$ cat src/rtl/crat_pkg.sv
package crat_pkg;

    localparam int CAPACITY = 16;
    localparam int IDX_W    = (CAPACITY > 1) ? $clog2(CAPACITY) : 1;
    localparam int OCC_W    = $clog2(CAPACITY + 1);

    localparam logic [31:0] TIMEOUT_RESET = 32'd80000;

    typedef logic [1:0] t_mode;
    localparam t_mode MODE_REG   = 2'd0;
    localparam t_mode MODE_HB    = 2'd1;
    localparam t_mode MODE_SWEEP = 2'd2;
    localparam t_mode MODE_NONE  = 2'd3;

    typedef logic [2:0] t_status;
    localparam t_status ST_NEW     = 3'd0;
    localparam t_status ST_KNOWN   = 3'd1;
    localparam t_status ST_HB_OK   = 3'd2;
    localparam t_status ST_UNKNOWN = 3'd3;
    localparam t_status ST_FULL    = 3'd4;
    localparam t_status ST_SWEPT   = 3'd5;

    typedef struct packed {
        logic [31:0] id;
        logic [31:0] seen;
        logic [31:0] addr;
    } t_entry;

    typedef struct packed {
        logic             en;
        logic [IDX_W-1:0] addr;
        t_entry           data;
    } t_wr_req;

    typedef struct packed {
        logic hit;
        logic keep;
    } t_cmp;

    typedef enum logic [1:0] {
        S_IDLE,
        S_SCAN,
        S_CHECK,
        S_DONE
    } t_state;

endpackage

$ cat src/rtl/crat_table.sv
module crat_table (
    input  logic                          i_clk,
    input  crat_pkg::t_wr_req             i_wr,
    input  logic [crat_pkg::IDX_W-1:0]    i_rd_addr,
    output crat_pkg::t_entry              o_rd_data
);

    crat_pkg::t_entry r_mem [crat_pkg::CAPACITY];
    crat_pkg::t_entry r_rd_data;

    always_ff @(posedge i_clk) begin
        if (i_wr.en) begin
            r_mem[i_wr.addr] <= i_wr.data;
        end
    end

    always_ff @(posedge i_clk) begin
        r_rd_data <= r_mem[i_rd_addr];
    end

    assign o_rd_data = r_rd_data;

endmodule

$ cat src/rtl/crat_unit.sv
module crat_unit (
    input  logic [31:0]    i_x,
    input  logic [31:0]    i_y,
    input  logic [31:0]    i_limit,
    output crat_pkg::t_cmp o_res
);

    // one subtractor: zero difference for lookup, modular age for sweep
    logic [31:0] diff;

    assign diff       = i_x - i_y;
    assign o_res.hit  = (diff == 32'd0);
    assign o_res.keep = (diff <= i_limit);

endmodule

$ cat src/rtl/crat_ctrl.sv
module crat_ctrl (
    input  logic                          i_clk,
    input  logic                          i_rst_n,
    input  logic                          i_req_valid,
    output logic                          o_req_ready,
    input  crat_pkg::t_mode               i_mode,
    input  logic [31:0]                   i_addr,
    input  logic [31:0]                   i_now,
    output logic                          o_res_valid,
    input  logic                          i_res_ready,
    output crat_pkg::t_status             o_status,
    output logic [crat_pkg::IDX_W-1:0]    o_rd_addr,
    input  crat_pkg::t_entry              i_rd_data,
    output crat_pkg::t_wr_req             o_wr,
    output logic [31:0]                   o_cmp_x,
    output logic [31:0]                   o_cmp_y,
    input  crat_pkg::t_cmp                i_cmp
);

    crat_pkg::t_state               r_state, n_state;
    crat_pkg::t_mode                r_mode, n_mode;
    logic [31:0]                    r_addr, n_addr;
    logic [31:0]                    r_now, n_now;
    logic [crat_pkg::OCC_W-1:0]     r_idx, n_idx;
    logic [crat_pkg::OCC_W-1:0]     r_wr, n_wr;
    logic [crat_pkg::OCC_W-1:0]     r_occ, n_occ;
    logic [31:0]                    r_next_id, n_next_id;
    crat_pkg::t_status              r_status, n_status;

    logic accept;
    logic scan_end;
    logic is_sweep;

    assign accept   = i_req_valid && o_req_ready;
    assign scan_end = (r_idx == r_occ);
    assign is_sweep = (r_mode == crat_pkg::MODE_SWEEP);

    assign o_req_ready = (r_state == crat_pkg::S_IDLE);
    assign o_res_valid = (r_state == crat_pkg::S_DONE);
    assign o_status    = r_status;
    assign o_rd_addr   = r_idx[crat_pkg::IDX_W-1:0];
    assign o_cmp_x     = is_sweep ? r_now : r_addr;
    assign o_cmp_y     = is_sweep ? i_rd_data.seen : i_rd_data.addr;

    always_comb begin
        n_state = r_state;
        unique case (r_state)
            crat_pkg::S_IDLE: begin
                if (accept) begin
                    n_state = (i_mode == crat_pkg::MODE_NONE) ? crat_pkg::S_DONE
                                                              : crat_pkg::S_SCAN;
                end
            end
            crat_pkg::S_SCAN: begin
                n_state = scan_end ? crat_pkg::S_DONE : crat_pkg::S_CHECK;
            end
            crat_pkg::S_CHECK: begin
                n_state = (!is_sweep && i_cmp.hit) ? crat_pkg::S_DONE : crat_pkg::S_SCAN;
            end
            crat_pkg::S_DONE: begin
                if (i_res_ready) begin
                    n_state = crat_pkg::S_IDLE;
                end
            end
            default: n_state = crat_pkg::S_IDLE;
        endcase
    end

    always_comb begin
        n_mode    = r_mode;
        n_addr    = r_addr;
        n_now     = r_now;
        n_idx     = r_idx;
        n_wr      = r_wr;
        n_occ     = r_occ;
        n_next_id = r_next_id;
        n_status  = r_status;
        o_wr.en   = 1'b0;
        o_wr.addr = r_idx[crat_pkg::IDX_W-1:0];
        o_wr.data = i_rd_data;
        unique case (r_state)
            crat_pkg::S_IDLE: begin
                if (accept) begin
                    n_mode   = i_mode;
                    n_addr   = i_addr;
                    n_now    = i_now;
                    n_idx    = '0;
                    n_wr     = '0;
                    n_status = crat_pkg::ST_UNKNOWN;
                end
            end
            crat_pkg::S_SCAN: begin
                if (scan_end) begin
                    unique case (r_mode)
                        crat_pkg::MODE_REG: begin
                            if (r_occ == crat_pkg::OCC_W'(crat_pkg::CAPACITY)) begin
                                n_status = crat_pkg::ST_FULL;
                            end else begin
                                o_wr.en   = 1'b1;
                                o_wr.addr = r_occ[crat_pkg::IDX_W-1:0];
                                o_wr.data = '{id: r_next_id, seen: r_now, addr: r_addr};
                                n_occ     = r_occ + 1'b1;
                                n_next_id = r_next_id + 32'd1;
                                n_status  = crat_pkg::ST_NEW;
                            end
                        end
                        crat_pkg::MODE_SWEEP: begin
                            n_occ    = r_wr;
                            n_status = crat_pkg::ST_SWEPT;
                        end
                        default: n_status = crat_pkg::ST_UNKNOWN;
                    endcase
                end
            end
            crat_pkg::S_CHECK: begin
                n_idx = r_idx + 1'b1;
                if (is_sweep) begin
                    if (i_cmp.keep) begin
                        o_wr.en   = 1'b1;
                        o_wr.addr = r_wr[crat_pkg::IDX_W-1:0];
                        n_wr      = r_wr + 1'b1;
                    end
                end else if (i_cmp.hit) begin
                    o_wr.en       = 1'b1;
                    o_wr.data.seen = r_now;
                    n_status = (r_mode == crat_pkg::MODE_REG) ? crat_pkg::ST_KNOWN
                                                              : crat_pkg::ST_HB_OK;
                end
            end
            crat_pkg::S_DONE: begin
            end
            default: begin
            end
        endcase
    end

    always_ff @(posedge i_clk) begin
        if (!i_rst_n) begin
            r_state   <= crat_pkg::S_IDLE;
            r_occ     <= '0;
            r_next_id <= '0;
        end else begin
            r_state   <= n_state;
            r_occ     <= n_occ;
            r_next_id <= n_next_id;
        end
    end

    always_ff @(posedge i_clk) begin
        r_mode   <= n_mode;
        r_addr   <= n_addr;
        r_now    <= n_now;
        r_idx    <= n_idx;
        r_wr     <= n_wr;
        r_status <= n_status;
    end

endmodule

$ cat src/rtl/client_registry_aging_table.sv
// Channel   Dir  Handshake                        Payload
// s_axis    in   s_axis_tvalid / s_axis_tready    tuser: mode; tdata: client_addr, now_ms
// m_axis    out  m_axis_tvalid / m_axis_tready    tdata: status
// cfg       in   i_cfg_valid / o_cfg_ready        i_cfg_data: timeout_ms
//
// Each table entry scanned takes one read of the
// entry memory and one pass through the shared subtractor.
// Register and heartbeat stop at the first match; sweep visits every entry.
// Synchronous active-low reset empties the table and clears the ID counter.
// A finished status waits in the output register; the next word is taken meanwhile.
module client_registry_aging_table (
    input  logic        i_clk,
    input  logic        i_rst_n,
    input  logic        s_axis_tvalid,
    output logic        s_axis_tready,
    input  logic [1:0]  s_axis_tuser,   // [1:0] mode
    input  logic [63:0] s_axis_tdata,   // [31:0] client_addr, [63:32] now_ms
    output logic        m_axis_tvalid,
    input  logic        m_axis_tready,
    output logic [7:0]  m_axis_tdata,   // [2:0] status, [7:3] zero
    input  logic        i_cfg_valid,
    output logic        o_cfg_ready,
    input  logic [31:0] i_cfg_data
);

    logic [31:0]                 r_timeout;
    logic                        r_out_valid;
    crat_pkg::t_status           r_out_status;

    logic                        res_valid;
    logic                        res_ready;
    crat_pkg::t_status           res_status;
    logic [crat_pkg::IDX_W-1:0]  rd_addr;
    crat_pkg::t_entry            rd_data;
    crat_pkg::t_wr_req           wr_req;
    logic [31:0]                 cmp_x;
    logic [31:0]                 cmp_y;
    crat_pkg::t_cmp              cmp_res;

    assign o_cfg_ready   = 1'b1;
    assign res_ready     = !r_out_valid || m_axis_tready;
    assign m_axis_tvalid = r_out_valid;
    assign m_axis_tdata  = {5'd0, r_out_status};

    always_ff @(posedge i_clk) begin
        if (!i_rst_n) begin
            r_timeout <= crat_pkg::TIMEOUT_RESET;
        end else if (i_cfg_valid && o_cfg_ready) begin
            r_timeout <= i_cfg_data;
        end
    end

    always_ff @(posedge i_clk) begin
        if (!i_rst_n) begin
            r_out_valid <= 1'b0;
        end else if (res_valid && res_ready) begin
            r_out_valid <= 1'b1;
        end else if (m_axis_tready) begin
            r_out_valid <= 1'b0;
        end
    end

    always_ff @(posedge i_clk) begin
        if (res_valid && res_ready) begin
            r_out_status <= res_status;
        end
    end

    crat_ctrl u_ctrl (
        .i_clk       (i_clk),
        .i_rst_n     (i_rst_n),
        .i_req_valid (s_axis_tvalid),
        .o_req_ready (s_axis_tready),
        .i_mode      (s_axis_tuser),
        .i_addr      (s_axis_tdata[31:0]),
        .i_now       (s_axis_tdata[63:32]),
        .o_res_valid (res_valid),
        .i_res_ready (res_ready),
        .o_status    (res_status),
        .o_rd_addr   (rd_addr),
        .i_rd_data   (rd_data),
        .o_wr        (wr_req),
        .o_cmp_x     (cmp_x),
        .o_cmp_y     (cmp_y),
        .i_cmp       (cmp_res)
    );

    crat_table u_table (
        .i_clk     (i_clk),
        .i_wr      (wr_req),
        .i_rd_addr (rd_addr),
        .o_rd_data (rd_data)
    );

    crat_unit u_unit (
        .i_x     (cmp_x),
        .i_y     (cmp_y),
        .i_limit (r_timeout),
        .o_res   (cmp_res)
    );

endmodule

$ cat config.mk
export PLATFORM = sky130hd
export DESIGN_NAME = client_registry_aging_table
export DESIGN_NICKNAME = d
export VERILOG_FILES = /design/src/rtl/crat_pkg.sv /design/src/rtl/crat_table.sv /design/src/rtl/crat_unit.sv /design/src/rtl/crat_ctrl.sv /design/src/rtl/client_registry_aging_table.sv
export SDC_FILE = /design/constraint.sdc
export NUM_CORES = 1
export LEC_CHECK = 0
export BUFFER_PORTS_ARGS = -buffer_cell sky130_fd_sc_hd__clkbuf_2
export CAP_MARGIN = 20
export CELL_PAD_IN_SITES_DETAIL_PLACEMENT = 1
export CELL_PAD_IN_SITES_GLOBAL_PLACEMENT = 1
export CORE_MARGIN = 2
export CORE_UTILIZATION = 40
export DETAILED_ROUTE_END_ITERATION = 10
export PLACE_DENSITY = 0.68
export SLEW_MARGIN = 5
export SYNTH_ARGS = -nofsm -noshare
export SYNTH_HDL_FRONTEND = slang
export SYNTH_HIERARCHICAL = 1
export SYNTH_SLANG_ARGS = --single-unit
$ cat constraint.sdc
create_clock -name i_clk -period 19.15 [get_ports i_clk]
set_clock_uncertainty 0.2 [all_clocks]
set_input_delay 0.9575 -clock i_clk [delete_from_list [all_inputs] [get_ports i_clk]]
set_output_delay 0.9575 -clock i_clk [all_outputs]
set_load 0.005 [all_outputs]
==> results.cfg, run 1 <==
[layout]
layout.nets = 3052
stdcell_area_um2 = 55030
diodes = 0
drive_gt1_share_pct = 21.10
area_growth_syn_to_layout_pct = 12.76

[placement]
place_hpwl_mm = 77.40
placed_area_um2 = 50950
port_buffers = 107
gp_congestion = 0.8568

[worst_setup_path]
cp_max_fo = 47
critPathCapture = u_table/r_mem[10][41]$_DFFE_PP_
ff2ff_path_depth = 31
timing.rr.end = u_table/r_mem[10][41]$_DFFE_PP_
cp-end-kind = flop
critPathKind = reg -> reg
reg2reg_slack_ns = 9.47
crit_start = u_ctrl/r_mode[1]$_DFFE_PP_
crit_slowest_cell = nor2_4
crit_top_cell = nand2_1
cpPeakStageDelay_ns = 0.87
start_kind = flop
arrival_ns = 9.82
cp.required_ns = 19.29
worstReg2RegStart = u_ctrl/r_mode[1]$_DFFE_PP_

[sta]
fin_crit_sh_pct = 50.53
worstMarginPinSlew_ns = 1.252
fin_tns_setup_ns = 0
slew_viol_final = 0
max_slew_margin_pct = 16.54
setup_violations = 0
rsz0062_at_grt = false
fmax_mhz = 103.3
hold_violations = 0
period_minus_slack_ns = 9.676

[power]
p_per_area_nw_per_um2 = 149.4
cellLeakagePower_nw = 18.59
power.share.combinational_pct = 27.4
cellInternalPower_mw = 5.594
p_sw_share_pct = 31.94
clockPowerShare_pct = 29.4
seq_power_share_pct = 43.2
switchingPower_mw = 2.626
irDropWorstVdd_mv = 0.08147

[clock_network]
cts.sinks = 1210
cts_buffer_depth = 3
cts-hold-fix-buffers = 0
clock_tree.root_cell = clkbuf_16
clock_latency_ns = 0.75
htreeDepth = 3
cts-resized-gates = 0
path_clk_slew_ns = 0.06
cts_buffers = 118
cts_tree = yes
cts_setup_buffers = 0

[floorplanning]
core_um2 = 121400
fp.dieArea_um2 = 124800
io_pins = 114
fp.dieH_um = 353.3
floorplan.initialDensity_pct = 40.20
die_x_um = 353.3
rows = 128

[routing]
drc = 0
dr.pass1.iters = 5
routedWlPerCell_um = 28.42
drt_wl_total_mm = 130.9
viasPerCell = 5.682
vias = 26170
ant_nets = 0
drt_iter0_markers = 2735

[grt]
gr-usage-met2_pct = 33.73
track_usage_pct = 20.87
gr-max-usage-layer = met2
grt_pass1_wl_mm = 191.7
grt_pass1_vias = 27600
gr-usage-met1_pct = 28.78
overflow = 0
antenna_found_initial = 0
use_met3_pct = 3.643
grt_max_degree = 146

[synthesis]
synth_cells = 2768
netlist_area_um2 = 48810
synth.avg_cell_area_um2 = 17.63
yosys_warnings = 6

[hold_path]
min_from = s_axis_tdata[49]
hold-path-cell-count = 1
min_path_type = in -> reg

[outcome]
outcome = complete, no violations

[run]
cap_violations = 0
## layout by cell type (no fill, tap or decap), types with 18 or more instances in the layout
cell type  instances
clkinv_1          18
a21oi_1           46
ha_1              71
clkbuf_1          23
clkbuf_16        119
buf_4             38
a22o_1            33
o21ai_0           28
mux2i_1           36
a22oi_1          129
a21o_1            24
clkbuf_2         107
nand2_1          406
nor2_1            32
nor2b_1           36
mux4_2           256
clkinv_2          27
edfxtp_1        1106
dfxtp_1          104
nand3_1           18
inv_1             76
## routing by layer
layer	share of wire (%)	vias to the layer above
li1	-	11080
met1	42	13920
met2	48	1002
met3	7.1	169
met4	2.8	0
met5	0	-
## state kept, by name, summed over array words and instances (netlist names)
| signal | flops |
|---|---|
| r_timeout | 32 |
| u_ctrl/o_status | 3 |
| u_ctrl/r_mode | 2 |
| u_ctrl/r_wr | 5 |
| u_ctrl/r_occ | 5 |
| u_ctrl/r_addr | 32 |
| u_ctrl/r_idx | 5 |
| u_ctrl/r_state | 2 |
| r_out_status | 3 |
| u_table/o_rd_data | 64 |
| u_ctrl/r_now | 32 |
| u_table/r_mem | 1024 |
| m_axis_tvalid | 1 |
## through the flow
step / worst slack, ns / total power, mW / hold WS [ns] / utilization [%] / std cells
finish: 9.474 / 8.219 / 0.1851 / 45.33 / 4606
global route: 9.022 / 8.564 / 0.1661 / 45.33 / 4606
CTS: 9.560 / 8.248 / 0.1356 / 45.29 / 4604
detailed placement: 9.598 / 5.822 / 0.2515 / 41.97 / 4380
global placement: 10.23 / 5.712 / 0.2585 / 41.97 / 4380
floorplan: 7.997 / 5.064 / 0.2003 / - / 2772
## power by group through the flow
stage	Combinational, mW	Clock [mW]	Sequential [mW]
floorplan	1.58	0	3.49
global placement	2.11	0	3.60
detailed placement	2.22	0	3.60
CTS	2.24	2.47	3.54
global route	2.45	2.56	3.56
finish	2.25	2.42	3.55
## critical path, delay by kind of cell, from the launching register on
| kind | cells | cell delay (ns) |
|---|---|---|
| adder cells (fa/ha/maj) | 2 | 0.74 |
| XOR/XNOR | 1 | 0.13 |
| buffers and inverters | 5 | 1.87 |
| AND/OR/NAND/NOR | 11 | 2.90 |
| AO/OA/AOI/OAI | 12 | 2.82 |
| flip-flops | 1 | 0.53 |
## worst min-delay path by stage
stage                                  to  slack, ns
4_1_cts        u_ctrl/r_now[17]$_DFFE_PP_       0.14
6_report       u_ctrl/r_now[17]$_DFFE_PP_       0.19
3_5_place_dp    r_out_status[1]$_DFFE_PP_       0.25
5_1_grt        u_ctrl/r_now[17]$_DFFE_PP_       0.17
2_1_floorplan   r_out_status[0]$_DFFE_PP_       0.20
3_3_place_gp    r_out_status[2]$_DFFE_PP_       0.26
## area by class of cell
cell class / count / area, um^2
fill: 11640 / 66360
inverter: 78 / 294.0
clock inverter: 74 / 862.1
timing repair buffer: 150 / 928.4
clock buffer: 150 / 3174
tap: 1625 / 2033
sequential: 1210 / 35290
multi-input combinational: 1319 / 12450
Note: power is estimated with default switching activity, not from simulation.
==> run 2: changes to the inputs <==
PLACE_DENSITY = 0.7   (was 0.68)
clock period = 8.1 ns   (was 19.15 ns; I/O delays follow)
==> results.cfg, run 2 (synthesis gave the netlist of run 1 again) <==
[sta]
fin_tns_setup_ns = 0
worstMarginPinSlew_ns = 1.151
setup_violations = 0
period_minus_slack_ns = 7.862
finalWorstSetupSlack_ns = 0.2379
slew_viol_final = 0
max_slew_margin_pct = 23.29
hold_violations = 0
fmax_mhz = 127.2
fin_crit_sh_pct = 97.06

[clock_network]
cts.sinks = 1210
path_clk_slew_ns = 0.06
cts_tree = yes
cts_buffer_depth = 3
cts_buffers = 117
clock_latency_ns = 0.74
clock_tree.root_cell = clkbuf_16
htreeDepth = 3

[placement]
dp_cells = 4399
place_hpwl_mm = 81.57
port_buffers = 107
pre_cts_ws_ns = -0.1565
gp_congestion = 0.8704

[routing]
ant_nets = 0
drc = 0
routedWlPerCell_um = 28.37
vias = 26940
dr.pass1.iters = 5
drt_iter0_markers = 3021
drt_wl_total_mm = 134.4
viasPerCell = 5.689

[worst_setup_path]
crit_top_cell = buf_4
worstReg2RegStart = u_ctrl/r_mode[1]$_DFFE_PP_
start_kind = flop
arrival_ns = 8.09
critPathKind = reg -> reg
crit_slowest_cell = or3b_2
ff2ff_path_depth = 32
cp_max_fo = 17
cp-end-kind = flop
crit_start = u_ctrl/r_mode[1]$_DFFE_PP_
cpPeakStageDelay_ns = 0.64
cp.required_ns = 8.33

[hold_path]
min_from = i_rst_n
hold-path-cell-count = 2
min_path_type = in -> reg

[layout]
final_cell_mix = edfxtp_1, nand2_1, mux4_2
drive_gt1_share_pct = 21.33
multi_input_area_um2 = 12520
regArea_um2 = 35290
final_common_cell = edfxtp_1
layout.nets = 3179
area_growth_syn_to_layout_pct = 16.17
largest_register_ffs = 1024
fillers = 11580
final_cells = 4736
regMostFlops = u_table/r_mem

[grt]
antenna_found_initial = 0
grt_pass1_wl_mm = 195.9
overflow = 0
grt_pass1_vias = 28460
grt_max_degree = 145
track_usage_pct = 21.36

[power]
irDropWorstVdd_mv = 0.1877
cellLeakagePower_nw = 19.23
p_per_area_nw_per_um2 = 347.3
total_power_mw = 19.69

[outcome]
outcome = complete, no violations

[floorplanning]
core_um2 = 121400
fp.dieArea_um2 = 124800
fp.dieH_um = 353.3
io_pins = 114
rows = 128
floorplan.initialDensity_pct = 40.20
die_x_um = 353.3

[run]
cap_violations = 0
==> run 2: cell type report <==
type	instances	area share, %
clock inverters	67	1.534
inverters	78	0.5186
multi-input cells	1319	22.08
clock buffers	156	5.672
well taps	1625	3.586
flip-flops and latches	1210	62.25
repair buffers	278	4.348
diodes	3	0.01324
==> run 2: final timing paths <==
path | endpoint | slack [ns]
hold reg to reg | r_out_status[1]$_DFFE_PP_ | 0.27
setup / recovery | u_table/r_mem[0][55]$_DFFE_PP_ | 0.24
setup reg to reg | u_table/r_mem[0][55]$_DFFE_PP_ | 0.24
hold / removal | r_timeout[16]$_SDFFE_PN1P_ | 0.14
==> run 2: per-layer routing <==
metal  track usage, %  wire length (um)  vias up
met5                0                 0        -
met4            5.915              3096        0
met3            4.982             11650      194
met2            34.24             64510     1184
met1            29.32             55130    14210
li1                 -                 -    11360
==> run 2: critical path: cells and delay by family (launching register included) <==
kind | cells | cell delay (ns)
AO/OA/AOI/OAI | 10 | 2.40
flip-flops | 1 | 0.43
AND/OR/NAND/NOR | 12 | 2.49
XOR/XNOR | 1 | 0.16
buffers and inverters | 7 | 1.19
adder cells (fa/ha/maj) | 2 | 0.69
==> run 2: metrics by stage <==
stage	hold WS [ns]	cell area, um^2	utilization, %
floorplan	0.2003	48900	-
global placement	0.2667	51430	42.37
finish	0.1445	56700	46.70
global route	0.1705	56690	46.70
CTS	0.1242	56550	46.58
detailed placement	0.2664	51440	42.38
==> run 2: timing repair <==
| action | in CTS | in global routing |
|---|---|---|
| hold buffers | 100 | 0 |
| endpoints found under the hold margin | 104 | 0 |
| gates resized for setup | 4 | 11 |
| endpoints found under the setup margin | 638 | 1024 |
| pin swaps | 0 | 2 |
| buffers inserted | 2 | 8 |
| cloned | 0 | 1 |
==> run 2: report_power, final <==
| group | internal, mW | total (mW) | switching (mW) |
|---|---|---|---|
| clock network | 3.37 | 5.73 | 2.36 |
| logic | 1.95 | 5.50 | 3.54 |
| registers | 8.03 | 8.46 | 0.432 |
